[src/hw/rtl/pbpm_pkg.sv]
// ----------------------------------------------------------------------------
// pbpm_pkg
// Shared types and constants of the page buffer pool manager.
// ----------------------------------------------------------------------------
package pbpm_pkg;

    localparam int FRAMES_DEF       = 16;
    localparam int PAGE_ID_BITS_DEF = 32;
    localparam int PIN_BITS_DEF     = 8;

    localparam int MODE_W   = 3;
    localparam int PAGE_W   = 32;
    localparam int STATUS_W = 3;
    localparam int FRAME_W  = 4;
    localparam int PINS_W   = 8;
    localparam int AVAIL_W  = 5;

    typedef enum logic [MODE_W-1:0] {
        MODE_FETCH     = 3'd0,
        MODE_NEW       = 3'd1,
        MODE_UNPIN     = 3'd2,
        MODE_DIRTY     = 3'd3,
        MODE_FLUSH     = 3'd4,
        MODE_FLUSH_ALL = 3'd5,
        MODE_DELETE    = 3'd6,
        MODE_RSVD      = 3'd7
    } mode_t;

    typedef enum logic [STATUS_W-1:0] {
        ST_OK           = 3'd0,
        ST_INVALID      = 3'd1,
        ST_ALL_PINNED   = 3'd2,
        ST_NOT_RESIDENT = 3'd3,
        ST_NOT_PINNED   = 3'd4,
        ST_PINNED       = 3'd5
    } status_t;

    typedef enum logic [1:0] {
        LRU_NOP,
        LRU_PUSH,
        LRU_REMOVE,
        LRU_EVICT
    } lru_op_t;

    typedef struct packed {
        logic [MODE_W-1:0] mode;
        logic [PAGE_W-1:0] page;
        logic              dirty_flag;
    } req_t;

    typedef struct packed {
        logic [STATUS_W-1:0] status;
        logic [FRAME_W-1:0]  frame;
        logic                hit;
        logic                load_needed;
        logic                writeback;
        logic [PAGE_W-1:0]   out_page;
        logic [PINS_W-1:0]   pins;
        logic [AVAIL_W-1:0]  available;
        logic                last;
    } res_t;

endpackage

[src/hw/rtl/pbpm_lru_list.sv]
// ----------------------------------------------------------------------------
// pbpm_lru_list
// Ordered list of unpinned frames, oldest first; one entry walked per cycle.
// ----------------------------------------------------------------------------
module pbpm_lru_list
    import pbpm_pkg::*;
#(
    parameter int FRAMES = FRAMES_DEF,
    localparam int FB = $clog2(FRAMES),
    localparam int CW = $clog2(FRAMES + 1)
)
(
    input  logic          clk,
    input  logic          rst_n,
    input  lru_op_t       op,
    input  logic [FB-1:0] op_frame,
    output logic          done,
    output logic [FB-1:0] victim,
    output logic [CW-1:0] count
);

    typedef enum logic [1:0] {
        L_IDLE,
        L_SEARCH,
        L_SHIFT,
        L_HEAD
    } lstate_t;

    lstate_t       state_reg;
    logic [FB-1:0] order_mem [FRAMES];
    logic [CW-1:0] cnt_reg;
    logic [CW-1:0] p_reg;
    logic [CW-1:0] p_inc;
    logic [FB-1:0] tgt_reg;
    logic [FB-1:0] victim_reg;
    logic          done_reg;
    logic [FB-1:0] rd_addr;
    logic [FB-1:0] rd_data;

    assign p_inc   = p_reg + 1'b1;
    assign rd_addr = (state_reg == L_SHIFT) ? p_inc[FB-1:0] : p_reg[FB-1:0];
    assign rd_data = order_mem[rd_addr];

    always_ff @(posedge clk)
    begin
        if (state_reg == L_IDLE && op == LRU_PUSH && cnt_reg < CW'(FRAMES))
        begin
            order_mem[cnt_reg[FB-1:0]] <= op_frame;
        end
        else if (state_reg == L_SHIFT && p_inc < cnt_reg)
        begin
            order_mem[p_reg[FB-1:0]] <= rd_data;
        end
    end

    always_ff @(posedge clk or negedge rst_n)
    begin
        if (!rst_n)
        begin
            state_reg <= L_IDLE;
            cnt_reg   <= '0;
            p_reg     <= '0;
            done_reg  <= 1'b0;
        end
        else
        begin
            done_reg <= 1'b0;
            unique case (state_reg)
                L_IDLE:
                begin
                    unique case (op)
                        LRU_PUSH:
                        begin
                            if (cnt_reg < CW'(FRAMES))
                            begin
                                cnt_reg <= cnt_reg + 1'b1;
                            end
                            done_reg <= 1'b1;
                        end
                        LRU_REMOVE:
                        begin
                            tgt_reg   <= op_frame;
                            p_reg     <= '0;
                            state_reg <= L_SEARCH;
                        end
                        LRU_EVICT:
                        begin
                            p_reg     <= '0;
                            state_reg <= L_HEAD;
                        end
                        LRU_NOP:
                        begin
                        end
                    endcase
                end
                L_SEARCH:
                begin
                    priority if (p_reg >= cnt_reg)
                    begin
                        done_reg  <= 1'b1;
                        state_reg <= L_IDLE;
                    end
                    else if (rd_data == tgt_reg)
                    begin
                        state_reg <= L_SHIFT;
                    end
                    else
                    begin
                        p_reg <= p_inc;
                    end
                end
                L_HEAD:
                begin
                    victim_reg <= rd_data;
                    state_reg  <= L_SHIFT;
                end
                L_SHIFT:
                begin
                    if (p_inc < cnt_reg)
                    begin
                        p_reg <= p_inc;
                    end
                    else
                    begin
                        cnt_reg   <= cnt_reg - 1'b1;
                        done_reg  <= 1'b1;
                        state_reg <= L_IDLE;
                    end
                end
            endcase
        end
    end

    assign done   = done_reg;
    assign victim = victim_reg;
    assign count  = cnt_reg;

endmodule

[src/hw/rtl/page_buffer_pool_manager.sv]
// ----------------------------------------------------------------------------
// page_buffer_pool_manager
// Frame table with pin counts, free-frame stack and LRU replacement.
//
//   channel   handshake       payload   direction
//   request   start / busy    req       in
//   result    valid strobe    result    out
//
// lookup compares one frame per cycle, then dispatches and gives the final
// result; a miss installs a frame taken from the free stack or from an LRU
// eviction, written back first if dirty; fetch, unpin and delete may wait
// for a walk of the LRU list; flush all walks every frame. reset clears all
// flags, pin counts and counters at once and loads the free stack; there is no clearing pass. results are
// strobed for one cycle each and the receiver cannot stall them.
// ----------------------------------------------------------------------------
module page_buffer_pool_manager
    import pbpm_pkg::*;
#(
    parameter int FRAMES       = FRAMES_DEF,
    parameter int PAGE_ID_BITS = PAGE_ID_BITS_DEF,
    parameter int PIN_BITS     = PIN_BITS_DEF
)
(
    input  logic clk,
    input  logic rst_n,
    input  logic start,
    output logic busy,
    input  req_t req,
    output logic valid,
    output res_t result
);

    localparam int FB = $clog2(FRAMES);
    localparam int CW = $clog2(FRAMES + 1);
    localparam int PB = PAGE_ID_BITS;
    localparam int PW = PIN_BITS;
    localparam logic [FB-1:0] LAST_FRAME = FB'(FRAMES - 1);
    localparam logic [PW-1:0] PIN_MAX = {PW{1'b1}};

    typedef enum logic [3:0] {
        S_IDLE,
        S_SCAN,
        S_DISPATCH,
        S_WAIT_LRU,
        S_EVICT_WB,
        S_INSTALL,
        S_FLUSH,
        S_FLUSH_END,
        S_FINAL
    } state_t;

    state_t            state_reg;
    logic [MODE_W-1:0] mode_reg;
    logic [PB-1:0]     pg_reg;
    logic              dflag_reg;
    logic [FB-1:0]     idx_reg;
    logic [FB-1:0]     found_idx_reg;
    logic              found_reg;
    logic              after_evict_reg;
    res_t              fin_reg;
    res_t              result_reg;
    logic              valid_reg;
    lru_op_t           lru_op_reg;
    logic [FB-1:0]     lru_frame_reg;

    logic [PB-1:0]     page_mem [FRAMES];
    logic              frame_valid_reg [FRAMES];
    logic              frame_dirty_reg [FRAMES];
    logic [PW-1:0]     frame_pins_reg [FRAMES];
    logic [FB-1:0]     free_reg [FRAMES];
    logic [CW-1:0]     fc_reg;

    logic              lru_done;
    logic [FB-1:0]     lru_victim;
    logic [CW-1:0]     lru_cnt;

    logic [PB-1:0]     cur_page;
    logic              cur_valid;
    logic              cur_dirty;
    logic [PW-1:0]     cur_pins;
    logic [CW-1:0]     fc_m1;
    logic [FB-1:0]     free_top;
    logic [CW:0]       avail_sum;
    logic [AVAIL_W-1:0] avail;
    logic [FRAME_W-1:0] cur_frame_out;
    logic [PINS_W-1:0] cur_pins_out;
    logic              pg_bad;
    res_t              fin_base;

    pbpm_lru_list #(
        .FRAMES (FRAMES)
    ) u_lru (
        .clk      (clk),
        .rst_n    (rst_n),
        .op       (lru_op_reg),
        .op_frame (lru_frame_reg),
        .done     (lru_done),
        .victim   (lru_victim),
        .count    (lru_cnt)
    );

    assign cur_page      = page_mem[idx_reg];
    assign cur_valid     = frame_valid_reg[idx_reg];
    assign cur_dirty     = frame_dirty_reg[idx_reg];
    assign cur_pins      = frame_pins_reg[idx_reg];
    assign fc_m1         = fc_reg - 1'b1;
    assign free_top      = free_reg[fc_m1[FB-1:0]];
    assign avail_sum     = (CW+1)'(fc_reg) + (CW+1)'(lru_cnt);
    assign avail         = AVAIL_W'(avail_sum);
    assign cur_frame_out = FRAME_W'(idx_reg);
    assign cur_pins_out  = PINS_W'(cur_pins);
    assign pg_bad        = (pg_reg == {PB{1'b1}});

    always_comb
    begin
        fin_base          = '0;
        fin_base.status   = ST_OK;
        fin_base.out_page = PAGE_W'(pg_reg);
    end

    always_ff @(posedge clk)
    begin
        if (state_reg == S_INSTALL)
        begin
            page_mem[idx_reg] <= pg_reg;
        end
    end

    always_ff @(posedge clk or negedge rst_n)
    begin
        if (!rst_n)
        begin
            state_reg  <= S_IDLE;
            valid_reg  <= 1'b0;
            lru_op_reg <= LRU_NOP;
            fc_reg     <= CW'(FRAMES);
            found_reg  <= 1'b0;
            for (int i = 0; i < FRAMES; i++)
            begin
                frame_valid_reg[i] <= 1'b0;
                frame_dirty_reg[i] <= 1'b0;
                frame_pins_reg[i]  <= '0;
                free_reg[i]        <= FB'(i);
            end
        end
        else
        begin
            valid_reg  <= 1'b0;
            lru_op_reg <= LRU_NOP;
            unique case (state_reg)
                S_IDLE:
                begin
                    if (start)
                    begin
                        mode_reg  <= req.mode;
                        pg_reg    <= PB'(req.page);
                        dflag_reg <= req.dirty_flag;
                        idx_reg   <= '0;
                        found_reg <= 1'b0;
                        state_reg <= S_SCAN;
                    end
                end
                S_SCAN:
                begin
                    priority if (cur_valid && cur_page == pg_reg)
                    begin
                        found_reg     <= 1'b1;
                        found_idx_reg <= idx_reg;
                        state_reg     <= S_DISPATCH;
                    end
                    else if (idx_reg == LAST_FRAME)
                    begin
                        state_reg <= S_DISPATCH;
                    end
                    else
                    begin
                        idx_reg <= idx_reg + 1'b1;
                    end
                end
                S_DISPATCH:
                begin
                    fin_reg   <= fin_base;
                    state_reg <= S_FINAL;
                    priority if (mode_reg != MODE_FLUSH_ALL && mode_reg <= MODE_DELETE
                                 && pg_bad)
                    begin
                        fin_reg.status <= ST_INVALID;
                    end
                    else if ((mode_reg == MODE_FETCH || mode_reg == MODE_NEW) && !found_reg)
                    begin
                        priority if (fc_reg != '0)
                        begin
                            idx_reg   <= free_top;
                            fc_reg    <= fc_m1;
                            state_reg <= S_INSTALL;
                        end
                        else if (lru_cnt == '0)
                        begin
                            fin_reg.status <= ST_ALL_PINNED;
                        end
                        else
                        begin
                            lru_op_reg      <= LRU_EVICT;
                            after_evict_reg <= 1'b1;
                            state_reg       <= S_WAIT_LRU;
                        end
                    end
                    else
                    begin
                        unique case (mode_reg)
                            MODE_FETCH:
                            begin
                                fin_reg.frame <= cur_frame_out;
                                fin_reg.hit   <= 1'b1;
                                if (cur_pins == PIN_MAX)
                                begin
                                    fin_reg.status <= ST_PINNED;
                                    fin_reg.pins   <= cur_pins_out;
                                end
                                else
                                begin
                                    frame_pins_reg[idx_reg] <= cur_pins + 1'b1;
                                    fin_reg.pins    <= PINS_W'(PW'(cur_pins + 1'b1));
                                    lru_op_reg      <= LRU_REMOVE;
                                    lru_frame_reg   <= idx_reg;
                                    after_evict_reg <= 1'b0;
                                    state_reg       <= S_WAIT_LRU;
                                end
                            end
                            MODE_NEW:
                            begin
                                fin_reg.status <= ST_INVALID;
                                fin_reg.frame  <= cur_frame_out;
                                fin_reg.pins   <= cur_pins_out;
                            end
                            MODE_UNPIN:
                            begin
                                priority if (!found_reg)
                                begin
                                    fin_reg.status <= ST_NOT_RESIDENT;
                                end
                                else if (cur_pins == '0)
                                begin
                                    fin_reg.status <= ST_NOT_PINNED;
                                    fin_reg.frame  <= cur_frame_out;
                                end
                                else
                                begin
                                    frame_pins_reg[idx_reg] <= cur_pins - 1'b1;
                                    if (dflag_reg)
                                    begin
                                        frame_dirty_reg[idx_reg] <= 1'b1;
                                    end
                                    fin_reg.frame <= cur_frame_out;
                                    fin_reg.pins  <= PINS_W'(PW'(cur_pins - 1'b1));
                                    if (cur_pins == PW'(1))
                                    begin
                                        lru_op_reg      <= LRU_PUSH;
                                        lru_frame_reg   <= idx_reg;
                                        after_evict_reg <= 1'b0;
                                        state_reg       <= S_WAIT_LRU;
                                    end
                                end
                            end
                            MODE_DIRTY:
                            begin
                                if (!found_reg)
                                begin
                                    fin_reg.status <= ST_NOT_RESIDENT;
                                end
                                else
                                begin
                                    frame_dirty_reg[idx_reg] <= 1'b1;
                                    fin_reg.frame <= cur_frame_out;
                                    fin_reg.pins  <= cur_pins_out;
                                end
                            end
                            MODE_FLUSH:
                            begin
                                if (found_reg)
                                begin
                                    frame_dirty_reg[idx_reg] <= 1'b0;
                                    fin_reg.frame     <= cur_frame_out;
                                    fin_reg.writeback <= cur_dirty;
                                    fin_reg.pins      <= cur_pins_out;
                                end
                            end
                            MODE_FLUSH_ALL:
                            begin
                                idx_reg   <= '0;
                                state_reg <= S_FLUSH;
                            end
                            MODE_DELETE:
                            begin
                                if (found_reg)
                                begin
                                    fin_reg.frame <= cur_frame_out;
                                    if (cur_pins != '0)
                                    begin
                                        fin_reg.status <= ST_PINNED;
                                        fin_reg.pins   <= cur_pins_out;
                                    end
                                    else
                                    begin
                                        frame_valid_reg[idx_reg] <= 1'b0;
                                        frame_dirty_reg[idx_reg] <= 1'b0;
                                        if (fc_reg < CW'(FRAMES))
                                        begin
                                            free_reg[fc_reg[FB-1:0]] <= idx_reg;
                                            fc_reg <= fc_reg + 1'b1;
                                        end
                                        lru_op_reg      <= LRU_REMOVE;
                                        lru_frame_reg   <= idx_reg;
                                        after_evict_reg <= 1'b0;
                                        state_reg       <= S_WAIT_LRU;
                                    end
                                end
                            end
                            default:
                            begin
                            end
                        endcase
                    end
                end
                S_WAIT_LRU:
                begin
                    if (lru_done)
                    begin
                        if (after_evict_reg)
                        begin
                            idx_reg   <= lru_victim;
                            state_reg <= S_EVICT_WB;
                        end
                        else
                        begin
                            state_reg <= S_FINAL;
                        end
                    end
                end
                S_EVICT_WB:
                begin
                    if (cur_valid && cur_dirty)
                    begin
                        valid_reg             <= 1'b1;
                        result_reg            <= '0;
                        result_reg.status     <= ST_OK;
                        result_reg.frame      <= cur_frame_out;
                        result_reg.writeback  <= 1'b1;
                        result_reg.out_page   <= PAGE_W'(cur_page);
                        result_reg.available  <= avail;
                    end
                    frame_valid_reg[idx_reg] <= 1'b0;
                    frame_dirty_reg[idx_reg] <= 1'b0;
                    frame_pins_reg[idx_reg]  <= '0;
                    state_reg <= S_INSTALL;
                end
                S_INSTALL:
                begin
                    frame_valid_reg[idx_reg] <= 1'b1;
                    frame_dirty_reg[idx_reg] <= (mode_reg == MODE_NEW);
                    frame_pins_reg[idx_reg]  <= PW'(1);
                    fin_reg             <= fin_base;
                    fin_reg.frame       <= cur_frame_out;
                    fin_reg.load_needed <= (mode_reg == MODE_FETCH);
                    fin_reg.pins        <= PINS_W'(1);
                    state_reg <= S_FINAL;
                end
                S_FLUSH:
                begin
                    if (cur_valid && cur_dirty)
                    begin
                        frame_dirty_reg[idx_reg] <= 1'b0;
                        valid_reg             <= 1'b1;
                        result_reg            <= '0;
                        result_reg.status     <= ST_OK;
                        result_reg.frame      <= cur_frame_out;
                        result_reg.writeback  <= 1'b1;
                        result_reg.out_page   <= PAGE_W'(cur_page);
                        result_reg.pins       <= cur_pins_out;
                        result_reg.available  <= avail;
                    end
                    if (idx_reg == LAST_FRAME)
                    begin
                        idx_reg   <= found_idx_reg;
                        state_reg <= S_FLUSH_END;
                    end
                    else
                    begin
                        idx_reg <= idx_reg + 1'b1;
                    end
                end
                S_FLUSH_END:
                begin
                    fin_reg <= fin_base;
                    if (found_reg)
                    begin
                        fin_reg.pins <= cur_pins_out;
                    end
                    state_reg <= S_FINAL;
                end
                S_FINAL:
                begin
                    valid_reg            <= 1'b1;
                    result_reg           <= fin_reg;
                    result_reg.available <= avail;
                    result_reg.last      <= 1'b1;
                    state_reg            <= S_IDLE;
                end
                default:
                begin
                    state_reg <= S_IDLE;
                end
            endcase
        end
    end

    assign busy   = (state_reg != S_IDLE);
    assign valid  = valid_reg;
    assign result = result_reg;

`ifndef SYNTHESIS
    a_last_idle: assert property (@(posedge clk) disable iff (!rst_n)
        valid && result.last |-> !busy)
        else $error("final item result while still busy");

    a_nonlast_wb: assert property (@(posedge clk) disable iff (!rst_n)
        valid && !result.last |-> result.writeback)
        else $error("non-final result is not a write-back");

    a_avail_bound: assert property (@(posedge clk) disable iff (!rst_n)
        !busy |-> avail_sum <= (CW+1)'(FRAMES))
        else $error("free plus evictable frames exceed pool size");

    a_start_busy: assert property (@(posedge clk) disable iff (!rst_n)
        start && !busy |=> busy)
        else $error("accepted item did not start the sequencer");

    a_evict_nonempty: assert property (@(posedge clk) disable iff (!rst_n)
        lru_op_reg == LRU_EVICT |-> lru_cnt != '0)
        else $error("eviction requested from an empty list");
`endif

endmodule
[config.mk]
export PLATFORM = sky130hd
export DESIGN_NAME = page_buffer_pool_manager
export DESIGN_NICKNAME = d
export VERILOG_FILES = /design/src/hw/rtl/pbpm_pkg.sv /design/src/hw/rtl/pbpm_lru_list.sv /design/src/hw/rtl/page_buffer_pool_manager.sv
export SDC_FILE = /design/constraint.sdc
export NUM_CORES = 1
export LEC_CHECK = 0
export ABC_AREA = 1
export BUFFER_PORTS_ARGS = -buffer_cell sky130_fd_sc_hd__buf_2
export CAP_MARGIN = 20
export CORE_MARGIN = 2
export CORE_UTILIZATION = 56
export CTS_BUF_LIST = sky130_fd_sc_hd__clkbuf_4
export CTS_CLUSTER_DIAMETER = 50
export DETAILED_ROUTE_END_ITERATION = 7
export PLACE_DENSITY_LB_ADDON = 0.25
export SLEW_MARGIN = 20
export SYNTH_ARGS = -nofsm -noshare
export SYNTH_HDL_FRONTEND = slang
export SYNTH_HIERARCHICAL = 1
export SYNTH_SLANG_ARGS = --single-unit
[constraint.sdc]
create_clock -name clk -period 20 [get_ports clk]
set_input_delay 1 -clock clk [delete_from_list [all_inputs] [get_ports clk]]
set_output_delay 1 -clock clk [all_outputs]
set_load 0.1 [all_outputs]
### After elaboration in Yosys (flattened, before gate mapping)

Memory sizes are Yosys's and may differ from the RTL's. A register that Yosys moved wholly into a read port is not among the register bits.
Index checks and enable logic that the tools add are counted.

* add/subtract/negate cells: 9
* multiply operators: 0
* divide/modulo/power cells: 0
* $lt $le $gt $ge: 10
* eq/ne operators: 79
* shift-type cells: 0
* mux-type cells: 179
* bitwise logic cells: 16
* reductions and logical operators: 59

Operators by type and width (count)
* $mux 128: 5
* $pmux 128 s3: 1
* $pmux 56 s3: 2
* $bwmux 128: 2
* $pmux 128 s2: 1
* $mux 16: 15
* $mux 4: 40
* $and 128x128->128: 1
* $not 128->128: 1
* $pmux 16 s4: 2
* $and 112x112->112: 1
* $mux 56: 2
* $not 112->112: 1
* $mux 8: 11
* $mux 5: 15
* $bwmux 64: 1
* $ne 2x2->1 const B: 28
* $ne 3x3->1 const B: 18
* $or 16x16->16: 3
* $pmux 16 s3: 1
* $pmux 8 s5: 1
* $mux 1: 36
* $and 16x16->16: 2
* $bmux 8 s4: 1
* 79 further kinds: 161

* flip-flop bits (word level): 413
* latch bits: 0
* bits in writable memories: 576
* memory bits (read-only): 0
* output and inout bits: 58
* memories kept: 2

Memory list
* page_mem: words 16, width 32, rd ports 1, clocked after memory_dff 1, write ports 1, RTL line page_buffer_pool_manager.sv:66 `logic [PB-1:0] page_mem [FRAMES];`
* u_lru.order_mem: words 16, width 4, rd ports 1, clocked after memory_dff 0, write ports 1, RTL line pbpm_lru_list.sv:30 `logic [FB-1:0] order_mem [FRAMES];`

### Depth between registers and ports, before layout

Gate-level depths: netlist of run 1.

* word-level depth: 13
* mapped depth: 23

### Cells and area by module

Netlist of run 1, hierarchy kept.

Modules (own cells, without submodules)
* page_buffer_pool_manager: instances 1, cells each 4393, area each 42080.4 um^2
* pbpm_lru_list: instances 1, cells each 439, area each 4339.2 um^2

### Worst setup path after synthesis of run 1

Ideal clock, no wire load.

* path type: reg2reg
* start: reg idx_reg[1], in the netlist cur_frame_out[1]
* end: reg result_reg (netlist bit result[0]) (enable)
* setup time: 571 ps
* arrival time: 5972 ps
* required time: 19429 ps
* path slack: 13457 ps
* stages on the path, launching flop included: 13
* period minus slack after synthesis: 6543 ps
* cell sequence: edfxtp_1 > inv_2 > buf_2 > buf_6 > buf_2 > o21ai_0 > o22ai_1 > nand2_1 > nand2_1 > nor2_1 > nor2_1 > nand3_1 > a311oi_1

* cells in the longest elaborated chain, start to end: 7

Ends and longest elaborated chain
* from (decl): RTL line page_buffer_pool_manager.sv:56 `logic [FB-1:0] idx_reg;`
* from (signal assigned): RTL line page_buffer_pool_manager.sv:177 `idx_reg <= idx_reg + 1'b1;`
* from (signal assigned): RTL line page_buffer_pool_manager.sv:193 `idx_reg <= free_top;`
* from (signal assigned): RTL line page_buffer_pool_manager.sv:331 `idx_reg <= lru_victim;`
* $not 4->5 (implied by the code) *: RTL line page_buffer_pool_manager.sv:103, page_buffer_pool_manager.sv:104
* $bmux 1 s4 (on tied branches): RTL line page_buffer_pool_manager.sv:103, page_buffer_pool_manager.sv:104
* $mux 1 (on tied branches) (2 in series): RTL line page_buffer_pool_manager.sv:103, page_buffer_pool_manager.sv:104
* $logic_and 1x1->1 *: RTL line page_buffer_pool_manager.sv:342, page_buffer_pool_manager.sv:370
* $ne 2x2->1 (no line)
* $reduce_and 4->1 (no line) *
* to (signal assigned): RTL line page_buffer_pool_manager.sv:404 `result_reg <= fin_reg;`
* to (decl): RTL line page_buffer_pool_manager.sv:61 `res_t result_reg;`

Mark *: on every way between the ends. The rest lies on a longest branch, timed or not. The select of a mux whose other input is x is not followed.
A chain may end at the register's enable or synchronous reset.

==> run summary, run 1 <==
Cell count of the worst hold path: 1
PnR worst setup slack: 15,170 ps
Vias per std cell: 5.70
Most common flop cell mapped by yosys: sky130_fd_sc_hd__edfxtp_1
Final net count: 5,160
Effective utilization at floorplan: 0.565
Leftover overflow at the end of global routing: 0
Worst Setup End Kind: register
Mean instance size in the synthesized netlist: 9.61 µm²
Total number of yosys warnings: 6
Post-synth ARST share: 0.252
I/O pin cnt: 97
CTS H-tree depth: 5
Post-Syn Instances: 4,832
Max-cap violations: 0
Minimum setup slack among reg-to-reg paths: 15,170 ps
CP Data Required Time: 20,820 ps
Cell-by-cell listing of the critical path: inv_8 > buf_4 > o21ai_0 > nand3_1 > nand3_1 > nand3_1 > nand4_1 > nor2_1 > nand2_1 > nor2_1 > nand3_1 > nor2_1
Destination of the worst hold path: pg_reg[6]
Sinks on the clock net: 993
Number of DRC violations after detailed routing: 3
Final standard cell area without fillers: 0.0515 mm²
Global-route usage over all layers: 0.299
Fraction of layout cells with a size suffix above 1: 0.145
Design Power: 0.00756 W
Post-CTS Repair Setup Buffers: 0
Global placer's final weighted congestion: 0.942
Number of buffer and inverter stages on the critical path: 2
Area of the core: 0.0821 mm²
Count of different cell masters after synthesis: 62
Achievable Freq: 0.207 GHz
Wire length of the first global-routing pass: 197,000 µm
Launch instance of the worst min-delay path: req[7]
Category of the critical setup timing path: register to register
Clock tree from TritonCTS: yes
Library cell used as clock root buffer: sky130_fd_sc_hd__clkbuf_4
Port-buffer cells: 96
Worst setup timing slack at the placement stage: 15,100 ps
Die Span X: 292 µm
Number of global-route vias before repair: 35,000
Clk slew on worst S/H paths: 70 ps
Max transition margin: 0.157
RSZ-0062 raised after global routing: no
Max Slew Vio Count: 0
CP Max Fanout: 146
CTS Buffer Depth: 4
Net count of the mapped netlist: 4,907
Detailed-route wire length per cell: 20.1 µm
Clock skew after layout: 113 ps
CP delay by family, top: simple AND/OR/NAND/NOR gates
Post-DP Area: 0.0478 mm²
Top cell by count, worst path: sky130_fd_sc_hd__nand3_1
Number of inserted filler cells in the final layout: 6,760
Growth of design area from synthesis to finish: 10.9%
Slew at the pin with the worst max-slew slack: 1260 ps
Max reg flops: 512
Final period utilization: 0.242
Area of the mapped netlist: 0.0464 mm²
Pin count of the biggest net entering global routing: 207
Violated checks: design-rule violations
Logic depth of the worst register-to-register path: 12
Final-report setup violation count: 0
First-iteration detailed-routing DRC count: 3,765
Antenna violations before repair: 6
Kind of path behind the tightest hold check: primary input to register
Critical Path Slowest Stage Cell: sky130_fd_sc_hd__buf_4
Minimum period implied by the final worst setup slack: 4830 ps
Result of the run: finished with violations
Std cell rows: 105
Aggregate negative setup slack: 0 ps
Share of the yosys chip area belonging to registers: 0.615
Pre-antenna DRT Iters: 8
Insertion delay to the later sink of the worst-skew pair: 1200 ps
Kind of start point of the critical path: register
Worst-case hold slack: 66.2 ps
Post-DRT Antenna Nets: 0
Data arrival time at the worst-slack endpoint: 5650 ps
Synthesis-stage register bit count: 993
HPWL after DPL: 73,300 µm
Number of flops mapped to enable cells by yosys: 739
Total via count in the routed design: 36,100
Clock buffer count from CTS: 279
Max stage delay on crit path: 780 ps
Final Routed Wirelength: 127,000 µm
Number of hold violations in the final report: 0
RR Endpoint: found_idx_reg[1]
Die height: 292 µm
Cell area power density: 147 mW/mm²
Die outline area: 0.0852 mm²
VDD IR max: 106 µV
Pleak: 21.6 nW
[worst max-delay path by stage]
| stage | startpoint | endpoint | slack [ps] | depth (start not counted) |
|---|---|---|---|---|
| 5_1_grt | register | register | 14910 | 19 |
| 3_3_place_gp | register | found_idx_reg[0] | 15250 | 12 |
| 4_1_cts | register | found_idx_reg[0] | 15110 | 12 |
| 3_5_place_dp | register | found_idx_reg[1] | 15100 | 12 |
| 2_1_floorplan | cur_frame_out[1] | result[0] | 13460 | 12 |
| 6_report | register | found_idx_reg[1] | 15170 | 12 |
[repair_timing]
item,in CTS,in global routing
hold endpoints to repair,65,0
endpoints found under the setup margin,0,0
gates resized for setup,0,0
hold buffers,28,0
[synth_stat cells (all sizes together) (3+ instances only)]
library cell     n  area, µm²
a21oi          150        777
a22oi            4       30.0
a31oi           31        194
buf            115        697
clkbuf         100        375
clkinv           3       13.8
dfrtp          217       5430
dfstp           33        867
dfxtp            4       80.1
edfxtp         739      22200
ha              34        425
inv            469       1770
mux2            18        203
nand2         1280       4980
nand3          459       2320
nand3b           5       37.5
nand4           32        388
nor2           517       2050
nor3            14       70.1
nor4             7       58.8
o2111ai          3       26.3
o211ai          69        518
o21ai          446       2250
o22ai           20        125
o31ai            6       45.0
or2              7       43.8
xnor2            3       26.3
xor2            29        254
[final cells by class]
cell class	instances	area, µm²	share of cell area
clock inverters	45	315	0.00612
well taps	1070	1340	0.0260
repair buffers	187	1270	0.0246
clock buffers	402	3020	0.0586
multi-input cells	3152	15200	0.295
inverters	472	1790	0.0347
diodes	7	17.5	0.000340
flip-flops and latches	993	28600	0.555
[routing by layer]
layer | up-vias | share of wire | GRT usage | routed length [µm]
li1 | 16900 | - | - | -
met1 | 17000 | 0.41 | 0.408 | 51800
met2 | 1834 | 0.46 | 0.467 | 58700
met3 | 306 | 0.097 | 0.0606 | 12300
met4 | 4 | 0.033 | 0.132 | 4220
met5 | - | 0.00024 | 0 | 30
[report_power, final]
group	leakage, nW	internal, W	switching, W
logic	9.69	0.000805	0.00225
registers	9.89	0.00251	0.000189
clock network	2.01	0.000978	0.000828
total	21.6	0.00430	0.00327
[cell families after synthesis]
family,count (synthesis),share of synthesized area
AOI/OAI and AO/OA,741,0.0877
xor gates and xnor gates,32,0.00604
adders and majority gates,36,0.0100
buffers and inverters,687,0.0614
DFF,993,0.615
muxes,20,0.00480
and+or+nand+nor,2323,0.215
[cells in the final DEF, fill, tap and decap left out, types with 29 or more instances in the layout]
master / count
sky130_fd_sc_hd__nand2_1: 1241
sky130_fd_sc_hd__edfxtp_1: 739
sky130_fd_sc_hd__nor2_1: 482
sky130_fd_sc_hd__nand3_1: 456
sky130_fd_sc_hd__inv_1: 440
sky130_fd_sc_hd__o21ai_0: 415
sky130_fd_sc_hd__clkbuf_4: 402
sky130_fd_sc_hd__dfrtp_1: 217
sky130_fd_sc_hd__a21oi_1: 145
sky130_fd_sc_hd__buf_2: 95
sky130_fd_sc_hd__o211ai_1: 69
sky130_fd_sc_hd__buf_4: 61
sky130_fd_sc_hd__ha_1: 34
sky130_fd_sc_hd__dfstp_2: 33
sky130_fd_sc_hd__a31oi_1: 31
sky130_fd_sc_hd__inv_2: 29
[stage by stage]
step / std cells / util
after detailed placement: 5845 / 0.583
after floorplan: 4832 / -
after CTS: 6320 / 0.627
after global placement: 5845 / 0.583
final: 6328 / 0.627
after global routing: 6328 / 0.627
No activity file was read; power rests on OpenSTA's default activity.
==> run 2, diff against run 1 <==
Clock period 20 ns to 4.33 ns, I/O delays scaled along.
==> run 2 against run 1 <==
Effect of this change:
- largest power group unchanged
- clock skew shrank 7.6 ps
- critical path depth grew 9
- setup slack lost 15000 ps
- combinational power grew to 4.9 times the previous value
- the run now ends clean
- register-to-register slack lost 15000 ps
- final area grew 2.1%
- clock-buffer cell count shrank 4
- largest cell class unchanged
- routed wire length grew 2.0%
- highest routed layer is now met4
- core utilization grew 1.3 points
- die area is the same
- hold slack gained 240 ps
- sequential power grew to 4.6 times the previous value
==> run summary, run 2 (synthesis gave the netlist of run 1 again) <==
Std cell rows: 105
Minimum period implied by the final worst setup slack: 3920 ps
Final period utilization: 0.905
CTS Buffer Depth: 4
Max stage delay on crit path: 470 ps
Top cell by count, worst path: sky130_fd_sc_hd__nand2_1
Slew at the pin with the worst max-slew slack: 1120 ps
Detailed-route wire length per cell: 20.1 µm
Total via count in the routed design: 36,600
Global placer's final weighted congestion: 0.969
Fraction of layout cells with a size suffix above 1: 0.152
CP Max Fanout: 76
Global-route usage over all layers: 0.304
Vias per std cell: 5.67
Antenna violations before repair: 2
Post-CTS Repair Setup Buffers: 0
HPWL after DPL: 77,900 µm
Clock skew after layout: 106 ps
Final net count: 5,268
Insertion delay to the later sink of the worst-skew pair: 1170 ps
Library cell used as clock root buffer: sky130_fd_sc_hd__clkbuf_4
Wire length of the first global-routing pass: 200,000 µm
VDD IR max: 790 µV
Growth of design area from synthesis to finish: 13.3%
Result of the run: finished, final reports clean
Final Routed Wirelength: 130,000 µm
Worst-case hold slack: 303 ps
Data arrival time at the worst-slack endpoint: 4910 ps
Number of DRC violations after detailed routing: 0
Cell-by-cell listing of the critical path: buf_12 > nor2_1 > nor2_1 > o21ai_0 > nand2_1 > nand2_1 > nand2_1 > nor2_2 > inv_1 > ha_1 > inv_1 > nor3_1 > buf_4 > nand3_2 > nand2_2 > nand2_4 > nand4_1 > nand2_1 > inv_2 > nand2_1 > nand2_1
Kind of start point of the critical path: register
Pre-antenna DRT Iters: 8
Commonest cells after routing, fill and taps aside: sky130_fd_sc_hd__nand2_1, sky130_fd_sc_hd__edfxtp_1, sky130_fd_sc_hd__nor2_1
Category of the critical setup timing path: register to register
First-iteration detailed-routing DRC count: 4,338
Clock buffer count from CTS: 277
Cell count of the worst hold path: 3
Clock tree from TritonCTS: yes
Die outline area: 0.0852 mm²
Number of hold violations in the final report: 0
Cell area power density: 671 mW/mm²
Area of the core: 0.0821 mm²
Port-buffer cells: 96
CP Data Required Time: 5320 ps
Minimum setup slack among reg-to-reg paths: 410 ps
Logic depth of the worst register-to-register path: 21
Cts-stage hold buffer count: 77
CTS H-tree depth: 5
Clk slew on worst S/H paths: 70 ps
Pin count of the biggest net entering global routing: 194
Sinks on the clock net: 993
Die height: 292 µm
Max transition margin: 0.250
Effective utilization at floorplan: 0.565
Critical Path Slowest Stage Cell: sky130_fd_sc_hd__edfxtp_1
Die Span X: 292 µm
Leftover overflow at the end of global routing: 0
Final cell utilization of the core: 0.640
Aggregate negative setup slack: 0 ps
Number of inserted filler cells in the final layout: 6,602
Post-DRT Antenna Nets: 0
Max reg flops: 512
Commonest non-fill, non-tap cell in the layout: sky130_fd_sc_hd__nand2_1
RSZ-0062 raised after global routing: no
Max-cap violations: 0
Number of resized instances in the post-cts repair step: 0
Pleak: 22.1 nW
Final-report setup violation count: 0
Kind of path behind the tightest hold check: primary input to register
Achievable Freq: 0.255 GHz
Max Slew Vio Count: 0
I/O pin cnt: 97
Number of global-route vias before repair: 35,100
Worst Setup End Kind: register
-- run 2: changes by cell type in the layout (fill, tap and decap cells not counted), sizes merged --
| cell | previous run | this run |
|---|---|---|
| buf | 159 | 221 |
| dlygate4sd3 | 28 | 76 |
| clkinv | 39 | 47 |
| clkbuf | 402 | 398 |
| inv | 473 | 476 |
| bufinv | 5 | 4 |
| diode | 7 | 8 |
-- run 2: per-layer routing --
layer | share of wire | wire length, µm | global-route usage
met1 | 0.40 | 52300 | 0.417
met2 | 0.46 | 60100 | 0.473
met3 | 0.095 | 12300 | 0.0587
met4 | 0.038 | 4920 | 0.140
met5 | 0 | 0 | 0
-- run 2: path summary, 6_finish.rpt --
path,startpoint,end
worst max-delay path,cur_frame_out[0],frame_pins_reg[38]
worst min-delay path,req[32],pg_reg[31]
worst max register to register,cur_frame_out[0],frame_pins_reg[38]
worst min register to register,lru_frame_reg[0],u_lru/tgt_reg[0]
max in group asynchronous,rst_n,frame_pins_reg[67]
min in group asynchronous,rst_n,found_reg
-- run 2: per-stage QoR --
step | power (W) | setup slack [ps] | std cells | instance area (µm²)
4_1_cts | 0.0352 | 479 | 6437 | 52600
3_5_place_dp | 0.0268 | 539 | 5907 | 48500
6_report | 0.0353 | 412 | 6445 | 52600
3_3_place_gp | 0.0267 | 558 | 5907 | 48500
5_1_grt | 0.0374 | 67.1 | 6445 | 52600
2_1_floorplan | 0.0224 | 71.3 | 4832 | 46400
-- run 2: critical path, delay by kind of cell, from the launching register on --
family / cells / cell delay [ps]
and+or+nand+nor: 14 / 2220
buffers and inverters: 5 / 720
DFF: 1 / 470
adders and majority gates: 1 / 210
AOI/OAI and AO/OA: 1 / 90
-- run 2: area by class of cell --
class                   count  area [µm²]  area share
flip-flops and latches    993       28600       0.544
multi-input cells        3152       15200       0.288
well taps                1070        1340      0.0255
clock inverters            55         315     0.00600
clock buffers             398        2990      0.0568
inverters                 472        1790      0.0340
diodes                      8        20.0    0.000381
repair buffers            297        2390      0.0454
-- run 2: power by group --
part	switching [W]	internal, W	leakage (nW)
Clock	0.00382	0.00442	1.99
Sequential	0.000675	0.0116	9.89
Combinational	0.0108	0.00401	10.2
